[src/hdl/anem_pkg.sv]
package anem_pkg;

   // Register indexes on the configuration port
   localparam logic [1:0] RegDebounce = 2'd0;
   localparam logic [1:0] RegWindow   = 2'd1;
   localparam logic [1:0] RegScale    = 2'd2;

   // Register reset values
   localparam logic [15:0] DebounceReset = 16'd15;
   localparam logic [15:0] WindowReset   = 16'd1000;
   localparam logic [15:0] ScaleReset    = 16'd382;  // about 1.492 in Q8.8

   localparam int CfgWidth    = 16;
   localparam int SampleWidth = 12;
   localparam int ClickWidth  = 8;
   localparam int SpeedWidth  = 24;
   localparam int DirWidth    = 10;
   localparam int DirSteps    = 16;

   // Direction for a reading below the lowest vane threshold
   localparam logic signed [DirWidth-1:0] DirUnknown = -10'sd1;

   // Vane thresholds, descending, and the direction for each band
   localparam logic [SampleWidth-1:0] DirLimit [DirSteps] = '{
      12'd3684, 12'd3287, 12'd3100, 12'd2812, 12'd2508, 12'd2350, 12'd2230, 12'd1594,
      12'd1377, 12'd931,  12'd800,  12'd547,  12'd345,  12'd209,  12'd178,  12'd107
   };
   localparam logic signed [DirWidth-1:0] DirDegrees [DirSteps] = '{
      10'sd270, 10'sd315, 10'sd300, 10'sd360, 10'sd340, 10'sd225, 10'sd250, 10'sd45,
      10'sd30,  10'sd180, 10'sd210, 10'sd135, 10'sd160, 10'sd90,  10'sd70,  10'sd120
   };

   // One tick as taken from the input channel
   typedef struct packed {
      logic                   wind_edge;
      logic                   dir_valid;
      logic [SampleWidth-1:0] dir_sample;
   } tick_type;

   // Window summary handed from the tick stage to the gust stage
   typedef struct packed {
      logic [ClickWidth-1:0]      click_count;
      logic signed [DirWidth-1:0] last_heading;
   } window_type;

   // Configuration values
   typedef struct packed {
      logic [CfgWidth-1:0] debounce_ticks;
      logic [CfgWidth-1:0] window_ticks;
      logic [CfgWidth-1:0] speed_scale;
   } cfg_type;

   // Map a vane reading to degrees; first threshold met wins
   function automatic logic signed [DirWidth-1:0] decode_direction(
      input logic [SampleWidth-1:0] sample
   );
      logic signed [DirWidth-1:0] dir;
      dir = DirUnknown;
      for (int i = DirSteps - 1; i >= 0; i--) begin
         if (sample >= DirLimit[i]) begin
            dir = DirDegrees[i];
         end
      end
      return dir;
   endfunction

endpackage

[src/hdl/anem_tick.sv]
module anem_tick (
   input  logic                  clock,
   input  logic                  reset,
   input  anem_pkg::cfg_type     cfg,
   input  logic                  tick_fire,
   input  anem_pkg::tick_type    tick,
   output logic                  win_end,
   output anem_pkg::window_type  win
);

   localparam int TW = anem_pkg::CfgWidth;
   localparam int CW = anem_pkg::ClickWidth;

   logic [TW-1:0] since_ff, since_in, since_inc;
   logic [CW-1:0] clicks_ff, clicks_in, clicks_upd;
   logic [TW-1:0] pos_ff, pos_in, span;
   logic signed [anem_pkg::DirWidth-1:0] dir_ff, dir_upd;
   logic          counted;
   logic [TW:0]   pos_next;

   // Debounce the anemometer edge and count clicks
   always_comb begin
      since_inc  = (since_ff != '1) ? since_ff + 1'b1 : since_ff;
      counted    = tick.wind_edge && (since_inc > cfg.debounce_ticks);
      since_in   = counted ? '0 : since_inc;
      clicks_upd = (counted && clicks_ff != '1) ? clicks_ff + 1'b1 : clicks_ff;
   end

   // Decode a fresh vane reading
   assign dir_upd = tick.dir_valid ? anem_pkg::decode_direction(tick.dir_sample) : dir_ff;

   // Advance the window; a zero length acts as one
   always_comb begin
      span      = (cfg.window_ticks == '0) ? TW'(1) : cfg.window_ticks;
      pos_next  = {1'b0, pos_ff} + (TW+1)'(1);
      win_end   = pos_next >= {1'b0, span};
      pos_in    = win_end ? '0 : pos_next[TW-1:0];
      clicks_in = win_end ? '0 : clicks_upd;
   end

   assign win.click_count  = clicks_upd;
   assign win.last_heading = dir_upd;

   // Hold state between ticks
   always_ff @(posedge clock) begin
      if (reset) begin
         since_ff  <= '1;
         clicks_ff <= '0;
         pos_ff    <= '0;
         dir_ff    <= anem_pkg::DirUnknown;
      end else if (tick_fire) begin
         since_ff  <= since_in;
         clicks_ff <= clicks_in;
         pos_ff    <= pos_in;
         dir_ff    <= dir_upd;
      end
   end

endmodule

[src/hdl/anem_gust.sv]
module anem_gust (
   input  logic                  clock,
   input  logic                  reset,
   input  logic [anem_pkg::CfgWidth-1:0] speed_scale,
   input  logic                  win_fire,
   input  anem_pkg::window_type  win,
   output logic [anem_pkg::ClickWidth-1:0]   click_count,
   output logic [anem_pkg::SpeedWidth-1:0]   wind_speed,
   output logic [anem_pkg::SpeedWidth-1:0]   gust_speed,
   output logic signed [anem_pkg::DirWidth-1:0] gust_direction,
   output logic signed [anem_pkg::DirWidth-1:0] last_heading
);

   localparam int SW = anem_pkg::SpeedWidth;

   logic [SW-1:0] speed, gust_ff, gust_in;
   logic signed [anem_pkg::DirWidth-1:0] gdir_ff, gdir_in;
   logic [anem_pkg::ClickWidth-1:0] click_ff;
   logic [SW-1:0] speed_ff;
   logic signed [anem_pkg::DirWidth-1:0] wdir_ff;
   logic          is_gust;

   // Scale clicks to speed and latch a new gust on a strict rise
   always_comb begin
      speed   = SW'(win.click_count) * SW'(speed_scale);
      is_gust = speed > gust_ff;
      gust_in = is_gust ? speed : gust_ff;
      gdir_in = is_gust ? win.last_heading : gdir_ff;
   end

   // Gust is cleared only at reset
   always_ff @(posedge clock) begin
      if (reset) begin
         gust_ff <= '0;
         gdir_ff <= anem_pkg::DirUnknown;
      end else if (win_fire) begin
         gust_ff <= gust_in;
         gdir_ff <= gdir_in;
      end
   end

   // Result payload
   always_ff @(posedge clock) begin
      if (win_fire) begin
         click_ff <= win.click_count;
         speed_ff <= speed;
         wdir_ff  <= win.last_heading;
      end
   end

   assign click_count    = click_ff;
   assign wind_speed     = speed_ff;
   assign gust_speed     = gust_ff;
   assign gust_direction = gdir_ff;
   assign last_heading   = wdir_ff;

endmodule

[src/hdl/anemometer_speed_gust_direction.sv]
// Channel  | Direction | Payload
// req_     | in        | one time tick: anemometer edge, vane sample (tuser: sample valid)
// rsp_     | out       | window result: clicks, speed, gust, gust and wind direction
// csr_     | in        | register write: debounce, window length, speed scale
//
// One tick item is accepted every cycle while req_tready is high. A tick passes
// an input register, the tick stage (debounce, vane decode, window counter) and
// the gust stage (8x16 multiply, gust compare); a result is valid once its tick
// has passed the window and gust output registers. Reset is synchronous and
// restores the registers, the stage valid flags and the tick and gust state;
// req_tready is low during reset. A stalled result holds in its register; ticks
// still enter until all three stages are full, after which req_tready drops.
module anemometer_speed_gust_direction (
   input  logic         clock,
   input  logic         reset,
   input  logic         req_tvalid,
   output logic         req_tready,
   input  logic [15:0]  req_tdata,   // wind_edge[0], dir_sample[12:1], zero[15:13]
   input  logic         req_tuser,   // dir_valid[0]
   output logic         rsp_tvalid,
   input  logic         rsp_tready,
   output logic [79:0]  rsp_tdata,   // click_count[7:0], wind_speed[31:8],
                                     // gust_speed[55:32], gust_direction[65:56],
                                     // last_heading[75:66], zero[79:76]
   input  logic         csr_wen,
   input  logic [1:0]   csr_addr,
   input  logic [15:0]  csr_wdata
);

   anem_pkg::cfg_type    cfg_ff;
   anem_pkg::tick_type   tick_ff;
   anem_pkg::window_type win_ff, win_in;
   logic in_v_ff, win_v_ff, out_v_ff;
   logic out_open, win_open, in_open;
   logic tick_fire, win_fire, win_end;

   logic [anem_pkg::ClickWidth-1:0] click_count;
   logic [anem_pkg::SpeedWidth-1:0] wind_speed, gust_speed;
   logic signed [anem_pkg::DirWidth-1:0] gust_direction, last_heading;

   // Register writes
   always_ff @(posedge clock) begin
      if (reset) begin
         cfg_ff.debounce_ticks <= anem_pkg::DebounceReset;
         cfg_ff.window_ticks   <= anem_pkg::WindowReset;
         cfg_ff.speed_scale    <= anem_pkg::ScaleReset;
      end else if (csr_wen) begin
         unique case (csr_addr)
            anem_pkg::RegDebounce: cfg_ff.debounce_ticks <= csr_wdata;
            anem_pkg::RegWindow:   cfg_ff.window_ticks   <= csr_wdata;
            anem_pkg::RegScale:    cfg_ff.speed_scale    <= csr_wdata;
            default: ;
         endcase
      end
   end

   // Stage flow: each stage moves when the next has room
   assign out_open  = !out_v_ff || rsp_tready;
   assign win_open  = !win_v_ff || out_open;
   assign in_open   = !in_v_ff || win_open;
   assign tick_fire = in_v_ff && win_open;
   assign win_fire  = win_v_ff && out_open;
   assign req_tready = in_open && !reset;

   always_ff @(posedge clock) begin
      if (reset) begin
         in_v_ff  <= 1'b0;
         win_v_ff <= 1'b0;
         out_v_ff <= 1'b0;
      end else begin
         if (in_open) begin
            in_v_ff <= req_tvalid;
         end
         if (win_open) begin
            win_v_ff <= tick_fire && win_end;
         end
         if (out_open) begin
            out_v_ff <= win_fire;
         end
      end
   end

   // Capture the incoming tick
   always_ff @(posedge clock) begin
      if (in_open && req_tvalid) begin
         tick_ff.wind_edge  <= req_tdata[0];
         tick_ff.dir_valid  <= req_tuser;
         tick_ff.dir_sample <= req_tdata[12:1];
      end
   end

   anem_tick u_tick (
      .clock     (clock),
      .reset     (reset),
      .cfg       (cfg_ff),
      .tick_fire (tick_fire),
      .tick      (tick_ff),
      .win_end   (win_end),
      .win       (win_in)
   );

   // Hold the window summary for the gust stage
   always_ff @(posedge clock) begin
      if (tick_fire && win_end) begin
         win_ff <= win_in;
      end
   end

   anem_gust u_gust (
      .clock          (clock),
      .reset          (reset),
      .speed_scale    (cfg_ff.speed_scale),
      .win_fire       (win_fire),
      .win            (win_ff),
      .click_count    (click_count),
      .wind_speed     (wind_speed),
      .gust_speed     (gust_speed),
      .gust_direction (gust_direction),
      .last_heading   (last_heading)
   );

   assign rsp_tvalid = out_v_ff;
   assign rsp_tdata  = {4'b0, last_heading, gust_direction, gust_speed, wind_speed,
                        click_count};

endmodule
[config.mk]
export PLATFORM = sky130hd
export DESIGN_NAME = anemometer_speed_gust_direction
export DESIGN_NICKNAME = d
export VERILOG_FILES = /design/src/hdl/anem_pkg.sv /design/src/hdl/anem_tick.sv /design/src/hdl/anem_gust.sv /design/src/hdl/anemometer_speed_gust_direction.sv
export SDC_FILE = /design/constraint.sdc
export NUM_CORES = 1
export LEC_CHECK = 0
export ABC_CLOCK_PERIOD_IN_PS = 10100
export BUFFER_PORTS_ARGS = -buffer_cell sky130_fd_sc_hd__buf_4
export CAP_MARGIN = 25
export CORE_AREA = 2 2 154 156
export DETAILED_ROUTE_END_ITERATION = 10
export DIE_AREA = 0 0 156 158
export PLACE_DENSITY = 0.87
export SLEW_MARGIN = 0
export SYNTH_ARGS = -nofsm -noshare
export SYNTH_HDL_FRONTEND = slang
export SYNTH_SLANG_ARGS = --single-unit
[constraint.sdc]
create_clock -name clock -period 10.1 [get_ports clock]
set_clock_uncertainty 0.15 [all_clocks]
set_input_delay 0.505 -clock clock [delete_from_list [all_inputs] [get_ports clock]]
set_output_delay 0.505 -clock clock [all_outputs]
set_load 0.01 [all_outputs]
==> results of run 1 <==
critical path: cells and delay by family, from the launching register on:
family / cells / cell delay (ns)
AND/OR/NAND/NOR: 7 / 1.42
flip-flops: 1 / 0.68
AO/OA/AOI/OAI: 7 / 1.69
adder cells (fa/ha/maj): 6 / 2.84
buffers and inverters: 3 / 0.39
cell usage in the layout, fill, tap and decap left out, drive strengths merged, types with 21 or more instances in the layout:
| cell type | n |
|---|---|
| fa | 84 |
| and2 | 107 |
| ha | 103 |
| a21oi | 111 |
| o21ai | 55 |
| nor2 | 72 |
| nand2 | 202 |
| clkbuf | 38 |
| buf | 125 |
| inv | 178 |
| a31oi | 21 |
| edfxtp | 74 |
| dfxtp | 135 |
| nor3 | 27 |
| xnor2 | 21 |
| mux2i | 31 |
| nand3 | 56 |
| and3 | 23 |
layer usage:
| metal | global-route usage | up-vias | wire [um] |
|---|---|---|---|
| li1 | - | 5667 | - |
| met1 | 0.348 | 5769 | 13700 |
| met2 | 0.495 | 484 | 17100 |
| met3 | 0.0328 | 94 | 2130 |
| met4 | 0.110 | 0 | 1270 |
| met5 | 0 | - | 0 |
cell type report:
class | count | area [um^2]
multi-input combinational | 1143 | 8700
fill | 1662 | 6710
sequential | 209 | 4920
timing repair buffer | 125 | 938
clock buffer | 38 | 718
inverter | 177 | 664
tap | 290 | 363
clock inverter | 4 | 26.3
cells by family after synthesis:
kind of cell	after synthesis
simple gates	556
compound gates	322
buf+inv	253
flops	209
fa+ha+maj	187
xor+xnor	41
mux	33
other cells	1
per-stage QoR:
step	cell area [um^2]	std cells	hold slack (ns)
2_1_floorplan	14600	1605	0.276
3_3_place_gp	15600	1943	0.280
3_5_place_dp	15600	1943	0.287
4_1_cts	16300	1985	0.00455
5_1_grt	16300	1986	0.00570
6_report	16300	1986	0.0157
worst max-delay path by stage:
stage,from,to,slack (ns),cells after the start
finish,win_ff[14],u_gust.gust_speed[22],2.77,23
global route,win_ff[16],u_gust.gust_speed[20],2.32,24
floorplan,win_ff[17],u_gust.gust_speed[20],3.39,25
detailed placement,win_ff[17],u_gust.gust_speed[20],2.86,23
global placement,win_ff[17],u_gust.gust_speed[22],2.94,23
CTS,win_ff[14],u_gust.gust_speed[22],2.83,23
power by group through the flow:
stage,clock (mW),combinational (mW),sequential (mW)
after floorplan,0,0.488,0.935
after global placement,0,0.598,0.948
after detailed placement,0,0.625,0.950
after CTS,0.822,0.633,0.932
after global routing,0.853,0.716,0.936
final,0.812,0.640,0.933
registers in the layout, indices dropped and copies added (netlist names), 14 cells and up:
| name | count |
|---|---|
| cfg_ff | 48 |
| u_gust.gust_speed | 24 |
| u_gust.wind_speed | 24 |
| win_ff | 18 |
| u_tick.pos_ff | 16 |
| u_tick.since_ff | 16 |
| tick_ff | 14 |
==> run summary, run 1 <==
The via count of the first global-routing pass was 11767; the slack of the worst reg-to-reg path was 2.77 ns. Measured in cells, the most critical reg-to-reg path has a length of 23. The internal power of the cells totals 1.64 mW. At the worst endpoint, the required time is 10.34 ns. Setup repair after global routing left no endpoint under its margin. The H-tree depth reported by CTS came out at 1. For this design, the sink count on the clock tree is 209.

Detailed placement finished with a half-perimeter wire length of 24900 um. The total track usage is 0.279, and the vertical die dimension is 158 um. For the clock tree buffer depth, the log shows 3.

CTS placed an instance of sky130_fd_sc_hd__clkbuf_16 at the clock tree root. Yosys printed 0 warnings. For the number of antenna violations at the first check in global routing, the log shows 0.

In the post-synthesis netlist, the biggest area contributors are sky130_fd_sc_hd__dfxtp_1, sky130_fd_sc_hd__edfxtp_1, sky130_fd_sc_hd__fa_1, sky130_fd_sc_hd__ha_1, sky130_fd_sc_hd__nand2_1. In this run, post-CTS hold repair placed 0 buffers. During placement, the flow inserted port buffers numbering 114. The placement-stage worst setup slack is 2.86 ns, and the clock transition at the register clock pins on the worst setup and hold paths after CTS is 0.06 ns. The actual transition at the worst max-transition pin was 1.08 ns; the core outline area was 23100 um^2. The fraction of layout instances using a drive strength above 1 is 0.117, and the vias per cell is 6.05.

After synthesis, the largest family of logic cells by area is adder cells. The cell type with the highest occurrence count on the critical path was sky130_fd_sc_hd__fa_1. The synthesized-area fraction occupied by and/or/nand/nor cells is 0.194. The logs give 0 for the hold violation total from the final report and 136 MHz for the achievable frequency. The run gives 0.391 as the sequential share of power. The tools report the DRC violations left as 0. The relative slew slack is 0.278. The post-synthesis share of cell area spent on xor and xnor gates was 0.0245; the final setup violation count was 0.

Summed over all cells, the static leakage comes to 7.27 nW. For this block, the routed nets add up to 34300 um of wire. Number of cells on the worst hold path: 1. TritonCTS built the clock tree. STA classifies the critical path endpoint as a flop. The switching share of power was 0.311. The post-synthesis compound-gate area fraction came out at 0.148.

Subtracting the final worst setup slack from the clock period gives 7.33 ns. The die is 156 um wide. At the end of the flow, the number of nets in the layout was 1907.

The global-route wire length before repair is 56500 um, and the unique cell type count in the Yosys netlist is 90. Synthesized instance count: 1602. The run finished with clean final reports. The most instantiated library cell after synthesis is sky130_fd_sc_hd__nand2_1.

For hold timing, the worst endpoint is tick_ff[13]. On the worst path, the slowest cell contributes a delay of 0.68 ns. The detail route stage leaves a number of antenna-violating nets equal to 0. For the number of gates given a new drive strength after cts, the log shows 0. For the clock network fraction of design power, the log shows 0.340. Of all cell types, the one taking the most synthesized area is sky130_fd_sc_hd__dfxtp_1.

The worst setup path is launched from a flop. The signal on the critical path passes through and2_1, fa_1, fa_1, fa_1, inv_1, fa_1, inv_1, ha_1, nand2_1, o21ai_0, a2111oi_0, a21oi_1, o41a_1, nand2_1, ha_1, and4_1, nand4_1, nor4_2, o31a_1, o211ai_1, buf_4, and3_1, a31o_2. Max-cap violations in this run came to 0. The critical path's slowest cell was sky130_fd_sc_hd__edfxtp_1. For the peak ir drop on the vdd network, the log shows 0.000123 V.

Among all flip-flop cells after synthesis, the most frequent one is sky130_fd_sc_hd__dfxtp_1. For this design the top-level I/O count stands at 122. Ranked by instance count, the synthesized netlist is headed by sky130_fd_sc_hd__nand2_1, sky130_fd_sc_hd__inv_1, sky130_fd_sc_hd__dfxtp_1. The sequential area share after synthesis came out at 0.336.

Overall power consumption after layout is estimated at 2.38 mW. The run gives 0 as the max-slew violation count. In this run the critical register-to-register path is launched from win_ff[14]. The run gives 0 as the residual overflow from global routing.

The setup path with the least slack is of type reg2reg. At the end of routability-driven placement, the weighted congestion stood at 0.885. Post-CTS timing repair inserted 0 buffers for setup. The proportion of synthesized area in mux cells is 0.0227, and the share of flip-flops with an asynchronous set or reset is 0. After the first detailed-routing iteration, the DRC count stood at 885. Buffers inserted during clock tree synthesis total 24.

The logs give 0.635 for the starting density of the core and 5 for the number of detailed-route iterations in the first pass. Synthesis inferred 209 register bits. For the clock insertion delay at the later pin of the skew report, the log shows 0.51 ns. For this design the ratio of total power to cell area is 146 nW/um^2.

Counting flops with a built-in enable in the synthesized netlist gives 74. In this run the worst path has a maximum fanout of 24. The min-delay analysis places its worst path in the category in2reg. Dividing the synthesized area by the synthesized cell count gives 9.14 um^2.

Number of vias in the routed layout: 12014. Top-area cell type share of the netlist area: 0.185. The maximum number of pins on one net before global-route repair is 73. Data arrives at the worst endpoint at 7.58 ns. The relative contribution of combinational cells to total power was 0.268; the count of standard-cell rows was 56. The number of diodes added for antenna fixing is 0.

The worst hold path begins at req_tdata[0]. The layout overhead on the synthesized area is 11.6%. The endpoint identified for the worst register-to-register timing path is u_gust.gust_speed[22].

Routed length per instance: 17.2 um. The post-synthesis adder-cell area fraction is 0.203. The share of the core filled with cells is 0.709.

Setup slack closes at 2.77 ns. The post-route clock period utilization was 0.726; the mapped cell area was 14600 um^2. The analysis attributes to net switching a power of 0.741 mW. The logs give 0 ns for the setup TNS and 24600 um^2 for the total die area.
Power figures use the tool's default switching activity.
==> inputs of run 2 (changes only) <==
- ABC_CLOCK_PERIOD_IN_PS: 10100 -> 6550
- CORE_AREA: 2 2 154 156 -> 2 2 167 169
- DIE_AREA: 0 0 156 158 -> 0 0 169 171
- PLACE_DENSITY: 0.87 -> 0.79
- clock period: 10.1 -> 6.55 ns (I/O delays scaled with it)
==> run summary, run 2 (synthesis results as in run 1) <==
The flow ran to the end, but the final reports show violations. The checks that failed: setup timing. The placed instances occupy a cell area of 16300 um^2. The worst path needs 6.68 ns of the cycle, external delays included. Once detail routing completed, the nets flagged for antenna violations numbered 0. In this run the static leakage power is 8.05 nW.

Relative to the synthesized area, the layout overhead comes to 24.7%. TritonCTS built the clock tree. For the pin with the worst max-slew slack, the measured transition is 0.733 ns. The floorplan has 61 rows. The logs give 1023 for the number of design-rule violations left by the first detailed-router iteration and 24 for the number of buffers created by CTS.

The tools report the fill cell total of the finished layout as 2032. The cell type with the highest occurrence count on the critical path was sky130_fd_sc_hd__buf_4. Using the TritonRoute via totals, the vias-per-cell ratio works out to 5.78. The largest single stage delay on the critical path is 0.54 ns. The run gives 0.536 as the starting density of the core. The post-route clock period utilization was 1.02; the hold violation total from the final report was 0.

The total buffers and inverters traversed by the critical path is 10. The total track usage is 0.264, and the area occupied by multi-input gates is 9140 um^2. The placement-stage worst setup slack was -0.354 ns. The post-route cell area is 18200 um^2, and the minimum setup slack in the final design is -0.131 ns. At the later pin of the worst-skew pair, clock insertion delay measures 0.55 ns. The run gives 0 as the DRC violations left.

Routability-driven placement finished with a final weighted congestion of 0.905. The type of the setup path with the least slack was reg2reg. The number of detailed-route iterations in the first pass is 5, and the peak ir drop on the vdd network is 0.000197 V.

Static timing analysis puts the maximum clock frequency at 150 MHz. The die is 169 um wide. The register with the most flip-flops in the layout has 48 of them.

The logs give 0 for the residual overflow from global routing and 6.82 ns for the required arrival time at the worst endpoint. The critical path's slowest cell is sky130_fd_sc_hd__fa_1. STA classifies the critical path endpoint as a flop.

The logs give 122 for the total I/O pin count and 26400 um for the placed wire-length estimate. The first global-routing pass estimated 62400 um of wire. Setup repair after global routing could not meet its margin everywhere. The number of vias in the routed layout was 12642.

Counting flops per register, the top entry is cfg_ff. The arrival time of the worst setup path is 6.95 ns. In this run the worst path has a maximum fanout of 12.

The final setup violation count is 24. The port buffer count is 114. Relative slew slack: 0.511.

The floorplan step defined a core boundary enclosing 27300 um^2. Clock tree buffer depth: 3. Dividing the detail-routed wire length by the instance count gives 17.6 um. The number of diodes added for antenna fixing is 0.

Leaving out fill and tap cells, the most frequent cell in the layout is sky130_fd_sc_hd__buf_4. The sequential cells in the finished layout cover a total of 4930 um^2. The tools report the maximum number of pins on one net before global-route repair as 97. Leaving out fill and tap cells, the most frequent cells in the layout are sky130_fd_sc_hd__buf_4, sky130_fd_sc_hd__nand2_1, sky130_fd_sc_hd__inv_1. CTS saw 209 sinks. The count of max-cap constraint violations is 0, and the H-tree depth reported by CTS is 1. The routed design has 38500 um of wire. The fraction of layout instances using a drive strength above 1 is 0.207. STA classifies the critical path startpoint as a flop. The floorplan step defined a die boundary enclosing 28900 um^2. The max-slew violation count was 0. In this design, the largest share of critical-path delay is due to adder cells. After clock tree synthesis, the clock-pin slew on the worst setup and hold paths is 0.06 ns.

Dividing total power by cell area gives a power density of 232 nW/um^2. The class of the most critical hold timing path is in2reg. The number of antenna violations at the first check in global routing is 0. In the final design database the tool counted 2051 nets. Buffer cell driving the clock tree root: sky130_fd_sc_hd__clkbuf_16. The vertical die dimension works out to 171 um. The tools report the via count of the first global-routing pass as 12747.
==> run 2: power breakdown <==
group	internal (mW)	switching, mW	total, mW	leakage (nW)
Sequential	1.39	0.0429	1.44	1.78
Combinational	0.603	0.710	1.31	5.84
Clock	0.913	0.568	1.48	0.418
Total	2.91	1.32	4.23	8.05
==> run 2: per-stage QoR <==
step	power, mW	hold WS [ns]	TNS [ns]	utilization	cells
after floorplan	2.20	0.276	0	-	1605
after global placement	2.53	0.285	-3.20	0.597	2086
after detailed placement	2.57	0.294	-9.40	0.597	2086
after CTS	4.20	0.0675	-0.0701	0.664	2182
after global routing	4.45	0.0212	-8.18	0.668	2188
final	4.23	0.00719	-1.53	0.668	2188
==> run 2: timing repair <==
action | CTS | global route
gates cloned | 3 | 0
endpoints found under the setup margin | 34 | 34
resized for setup | 87 | 14
hold buffers | 32 | 2
pin swaps | 62 | 20
hold endpoints to repair | 65 | 1
setup buffers | 18 | 4
==> run 2: final timing paths <==
path / startpoint / cells past startpoint / endpoint / slack (ns)
max: win_ff[17] / 28 / u_gust.gust_speed[20] / -0.13
min: reset / 4 / u_tick.dir_ff[0] / 0.007
max reg2reg: win_ff[17] / 28 / u_gust.gust_speed[20] / -0.13
min reg2reg: cfg_ff[41] / 2 / cfg_ff[41] / 0.31
==> run 2: area by class of cell <==
cell class                      count  area share
Clock inverter                     16      0.0134
Tap cell                          346      0.0237
Multi-Input combinational cell   1143       0.501
Sequential cell                   209       0.270
Timing Repair Buffer              269       0.120
Clock buffer                       28      0.0355
Inverter                          177      0.0364
==> run 2: per-layer routing <==
layer | GRT usage | vias to the layer above | part of all wire
li1 | - | 5964 | -
met1 | 0.319 | 6141 | 0.40
met2 | 0.491 | 439 | 0.52
met3 | 0.0317 | 98 | 0.050
met4 | 0.0858 | 0 | 0.028
met5 | 0 | - | 0
==> run 2: tightest hold or removal path: cells and delay by family <==
family	cells	cell delay (ns)
buf+inv	2	0.22
compound gates	2	0.12
==> inputs of run 3 (changes only) <==
- BUFFER_PORTS_ARGS: -buffer_cell sky130_fd_sc_hd__buf_4 -> -buffer_cell sky130_fd_sc_hd__buf_2
- CORE_AREA: 2 2 167 169 -> 2 2 168 170
- DIE_AREA: 0 0 169 171 -> 0 0 170 172
- PLACE_DENSITY: 0.79 -> 0.8
- SYNTH_HIERARCHICAL: unset -> 1
==> run summary, run 3 <==
The average cell area after synthesis was 9.33 um^2; the minimum setup slack in the final design was -0.127 ns. The sequential area share after synthesis is 0.326. The finished cells cover 18300 um^2. Synthesis produced 1618 cells. The worst setup path is launched from a flop. The run gives 0.550 as the starting density of the core.

The residual overflow from global routing came out at 0. The logs give 3 for the clock tree buffer depth and 16200 um^2 for the instance area after placement. Routability-driven placement finished with a final weighted congestion of 0.899. The number of antenna diodes in the final layout is 0.

Synthesis inferred 209 register bits. The total I/O pin count was 122; the flip-flop count of the largest register, all copies and words added was 48. The worst setup path startpoint is win_ff[12]. The routed layout has 12703 vias. The clock insertion delay at the later pin of the skew report is 0.52 ns. The maximum fanout along the worst path is 10, and the total track usage is 0.246. The logs give 97 for the unique cell type count in the Yosys netlist and 2010 for the fill cell total of the finished layout. The slowest stage of the critical path belongs to the cell sky130_fd_sc_hd__fa_1. Placed wire-length estimate: 26100 um. For this run, design rule violations remaining after detail routing come to 0. Input and output buffers added on the ports amount to 114.

Cell type with the highest occurrence count on the critical path: sky130_fd_sc_hd__fa_1. Register name with the most flops: cfg_ff. The signal on the critical path passes through buf_6, buf_6, and2_1, fa_1, fa_1, fa_1, inv_1, fa_1, inv_2, ha_4, a21oi_1, buf_4, or2_4, nor4b_1, o22ai_1, xor2_1, ha_1, and4_4, nand4_1, buf_4, a21oi_4, nand2_8, buf_8, a211o_1. The final reports fail on setup timing. The total length of routed wires is 38600 um, and the achievable frequency is 150 MHz. Counting the buffers created by CTS gives 23.

IR analysis of the VDD net gives a maximum drop of 0.000259 V. The multi-input combinational cells in the finished layout cover a total of 9720 um^2. The number of buffers and inverters on the critical path is 7.

Number of design-rule violations left by the first detailed-router iteration: 857. The count of antenna-violating nets left after detailed routing is 0, and the layout overhead on the synthesized area is 21.1%. Setup repair after global routing could not meet its margin everywhere. STA puts the critical path data arrival time at 6.92 ns. sky130_fd_sc_hd__inv_1 is the most common cell in the netlist. Max-cap violations in this run came to 0. The total clock sinks is 209. In the layout the commonest cells are sky130_fd_sc_hd__inv_1, sky130_fd_sc_hd__dfxtp_1, sky130_fd_sc_hd__buf_2.

The tools report the required arrival time at the worst endpoint as 6.80 ns. The number of antenna violations at the first check in global routing is 1, and the post-route clock period utilization is 1.02. The finished layout holds 2164 standard cells, fillers aside.

The share of flip-flops with an asynchronous set or reset came out at 0. The synthesized design spends more area on one cell type than any other, namely sky130_fd_sc_hd__dfxtp_1. The vertical die dimension is 172 um, and the vias per cell is 5.87.

At the pin with the least slew margin, the transition time is 1.01 ns. The run finished, with violations left. The logs give 0.328 for the relative slew slack and 15100 um^2 for the mapped cell area.

On the final layout, the worst hold slack is 0.00581 ns. The max-slew violation count is 0. For this run, the leading register cell type out of synthesis is sky130_fd_sc_hd__dfxtp_1. Entering global routing, the biggest net connects 107 pins. For the hold violation total from the final report, the log shows 0.

The floorplan die width is 170 um. The launch point of the worst hold path is rsp_tready. Counting instances in the post-synthesis netlist gives the leading cell types as sky130_fd_sc_hd__inv_1, sky130_fd_sc_hd__dfxtp_1, sky130_fd_sc_hd__nand2_1. Adding up every negative setup slack in the final design gives -2.68 ns. Summing all flip-flop and latch instances after layout gives 4930 um^2.

The first global-routing pass estimated 59100 um of wire. Total of warnings raised by yosys: 6. The analysis attributes to cell leakage a power of 7.89 nW.

Final setup violation count: 34. The total die area is 29200 um^2. The library cell used most frequently in the layout, excluding fill and tap cells, is sky130_fd_sc_hd__inv_1.

Kind of cell with the highest combined delay on the critical path: adder cells. In this run the core area contains 61 standard-cell rows. The via count of the first global-routing pass is 12137. The worst setup path is captured at a flop. The total power is 4.69 mW. The type of the setup path with the least slack was reg2reg. The tools report the total number of nets in the final design as 2029. Including well taps, the total number of placed cells is 2057. After detailed routing, the average wire length per cell comes to 17.9 um. For this design the ratio of total power to cell area is 256 nW/um^2. By area the synthesized netlist is led by sky130_fd_sc_hd__dfxtp_1, sky130_fd_sc_hd__edfxtp_1, sky130_fd_sc_hd__fa_1, sky130_fd_sc_hd__ha_1, sky130_fd_sc_hd__mux2i_1.

The H-tree depth reported by CTS came out at 1. The startpoint identified for the worst register-to-register timing path is win_ff[12]. The fraction of layout instances using a drive strength above 1 was 0.207; the number of enable-type register cells in the synthesized netlist was 74. Largest stage delay on the critical path: 0.56 ns. Clock transition at the register clock pins on the worst setup and hold paths after CTS: 0.06 ns. TritonCTS built the clock tree. Clock tree synthesis selected as its root buffer the cell sky130_fd_sc_hd__clkbuf_16.

The class of the most critical hold timing path was in2reg. The top-area cell type share of the netlist area came out at 0.179. The pre-antenna-repair detailed-routing pass consisted of 5 iterations. After layout, the minimum clock period comes to 6.68 ns. The total area inside the core boundary comes to 27500 um^2.
run 3: cell types whose count changed after synthesis, sizes merged, moves of 14 or more:
| cell | before | now |
|---|---|---|
| a21oi | 111 | 74 |
| inv | 177 | 163 |
| mux2i | 31 | 69 |
| nand2 | 202 | 113 |
| nand2b | 5 | 55 |
| nor2 | 72 | 108 |
run 3: worst register-to-register path, cell delays in order, from the launching register on:
cell,delay [ns]
sky130_fd_sc_hd__edfxtp_1,0.42
sky130_fd_sc_hd__buf_6,0.16
sky130_fd_sc_hd__buf_6,0.13
sky130_fd_sc_hd__and2_1,0.15
sky130_fd_sc_hd__fa_1,0.56
sky130_fd_sc_hd__fa_1,0.45
sky130_fd_sc_hd__fa_1,0.54
sky130_fd_sc_hd__inv_1,0.05
sky130_fd_sc_hd__fa_1,0.50
sky130_fd_sc_hd__inv_2,0.06
sky130_fd_sc_hd__ha_4,0.25
sky130_fd_sc_hd__a21oi_1,0.25
sky130_fd_sc_hd__buf_4,0.17
sky130_fd_sc_hd__or2_4,0.15
sky130_fd_sc_hd__nor4b_1,0.28
sky130_fd_sc_hd__o22ai_1,0.17
sky130_fd_sc_hd__xor2_1,0.20
sky130_fd_sc_hd__ha_1,0.29
sky130_fd_sc_hd__and4_4,0.23
sky130_fd_sc_hd__nand4_1,0.25
sky130_fd_sc_hd__buf_4,0.25
sky130_fd_sc_hd__a21oi_4,0.28
sky130_fd_sc_hd__nand2_8,0.15
sky130_fd_sc_hd__buf_8,0.17
sky130_fd_sc_hd__a211o_1,0.31
run 3: layout make-up:
cell class              instances  share of cell area
clock buffers                  34              0.0405
clock inverters                 7             0.00657
inverters                     163              0.0334
multi-input cells            1165               0.531
flip-flops and latches        209               0.269
well taps                     346              0.0237
repair buffers                240              0.0951
run 3: path summary, 6_finish.rpt:
check / end / slack [ns] / depth (start not counted)
setup reg to reg: u_gust/gust_direction[6] / -0.13 / 24
setup / recovery: u_gust/gust_direction[6] / -0.13 / 24
hold / removal: rsp_tvalid / 0.006 / 3
hold reg to reg: u_gust/last_heading[1] / 0.31 / 0
run 3: what timing repair did:
item	CTS	global route
gates cloned	3	3
setup endpoints to repair	34	34
resized for setup	50	82
hold buffers	26	0
setup buffers	17	16
pin swaps	51	53
hold endpoints to repair	37	0
run 3: cells by family (layout without fill, tap and decap cells):
| logic type | count (synthesis) | after routing | synth area share |
|---|---|---|---|
| simple gates | 581 | 581 | 0.206 |
| compound gates | 275 | 275 | 0.128 |
| buf+inv | 247 | 444 | 0.0680 |
| flops | 209 | 209 | 0.326 |
| fa+ha+maj | 187 | 187 | 0.197 |
| mux | 71 | 71 | 0.0475 |
| xor+xnor | 47 | 47 | 0.0273 |
| other cells | 1 | 4 | 0.000248 |
run 3: where the power goes:
part	switching (mW)	internal, mW	leakage, nW
logic	0.994	0.814	5.70
clock network	0.534	0.902	0.421
registers	0.0449	1.40	1.77
total	1.57	3.12	7.89
run 3: stage by stage:
step,utilization,setup WS (ns)
CTS,0.645,-0.00225
finish,0.666,-0.127
global route,0.666,-0.323
detailed placement,0.589,-0.161
global placement,0.589,-0.0571
floorplan,-,0.250
run 3: routing by layer:
metal | vias up | GRT usage | routed length [um]
li1 | 5997 | - | -
met1 | 6165 | 0.315 | 16200
met2 | 449 | 0.442 | 19400
met3 | 90 | 0.0259 | 1890
met4 | 2 | 0.0751 | 1090
met5 | - | 0 | 14
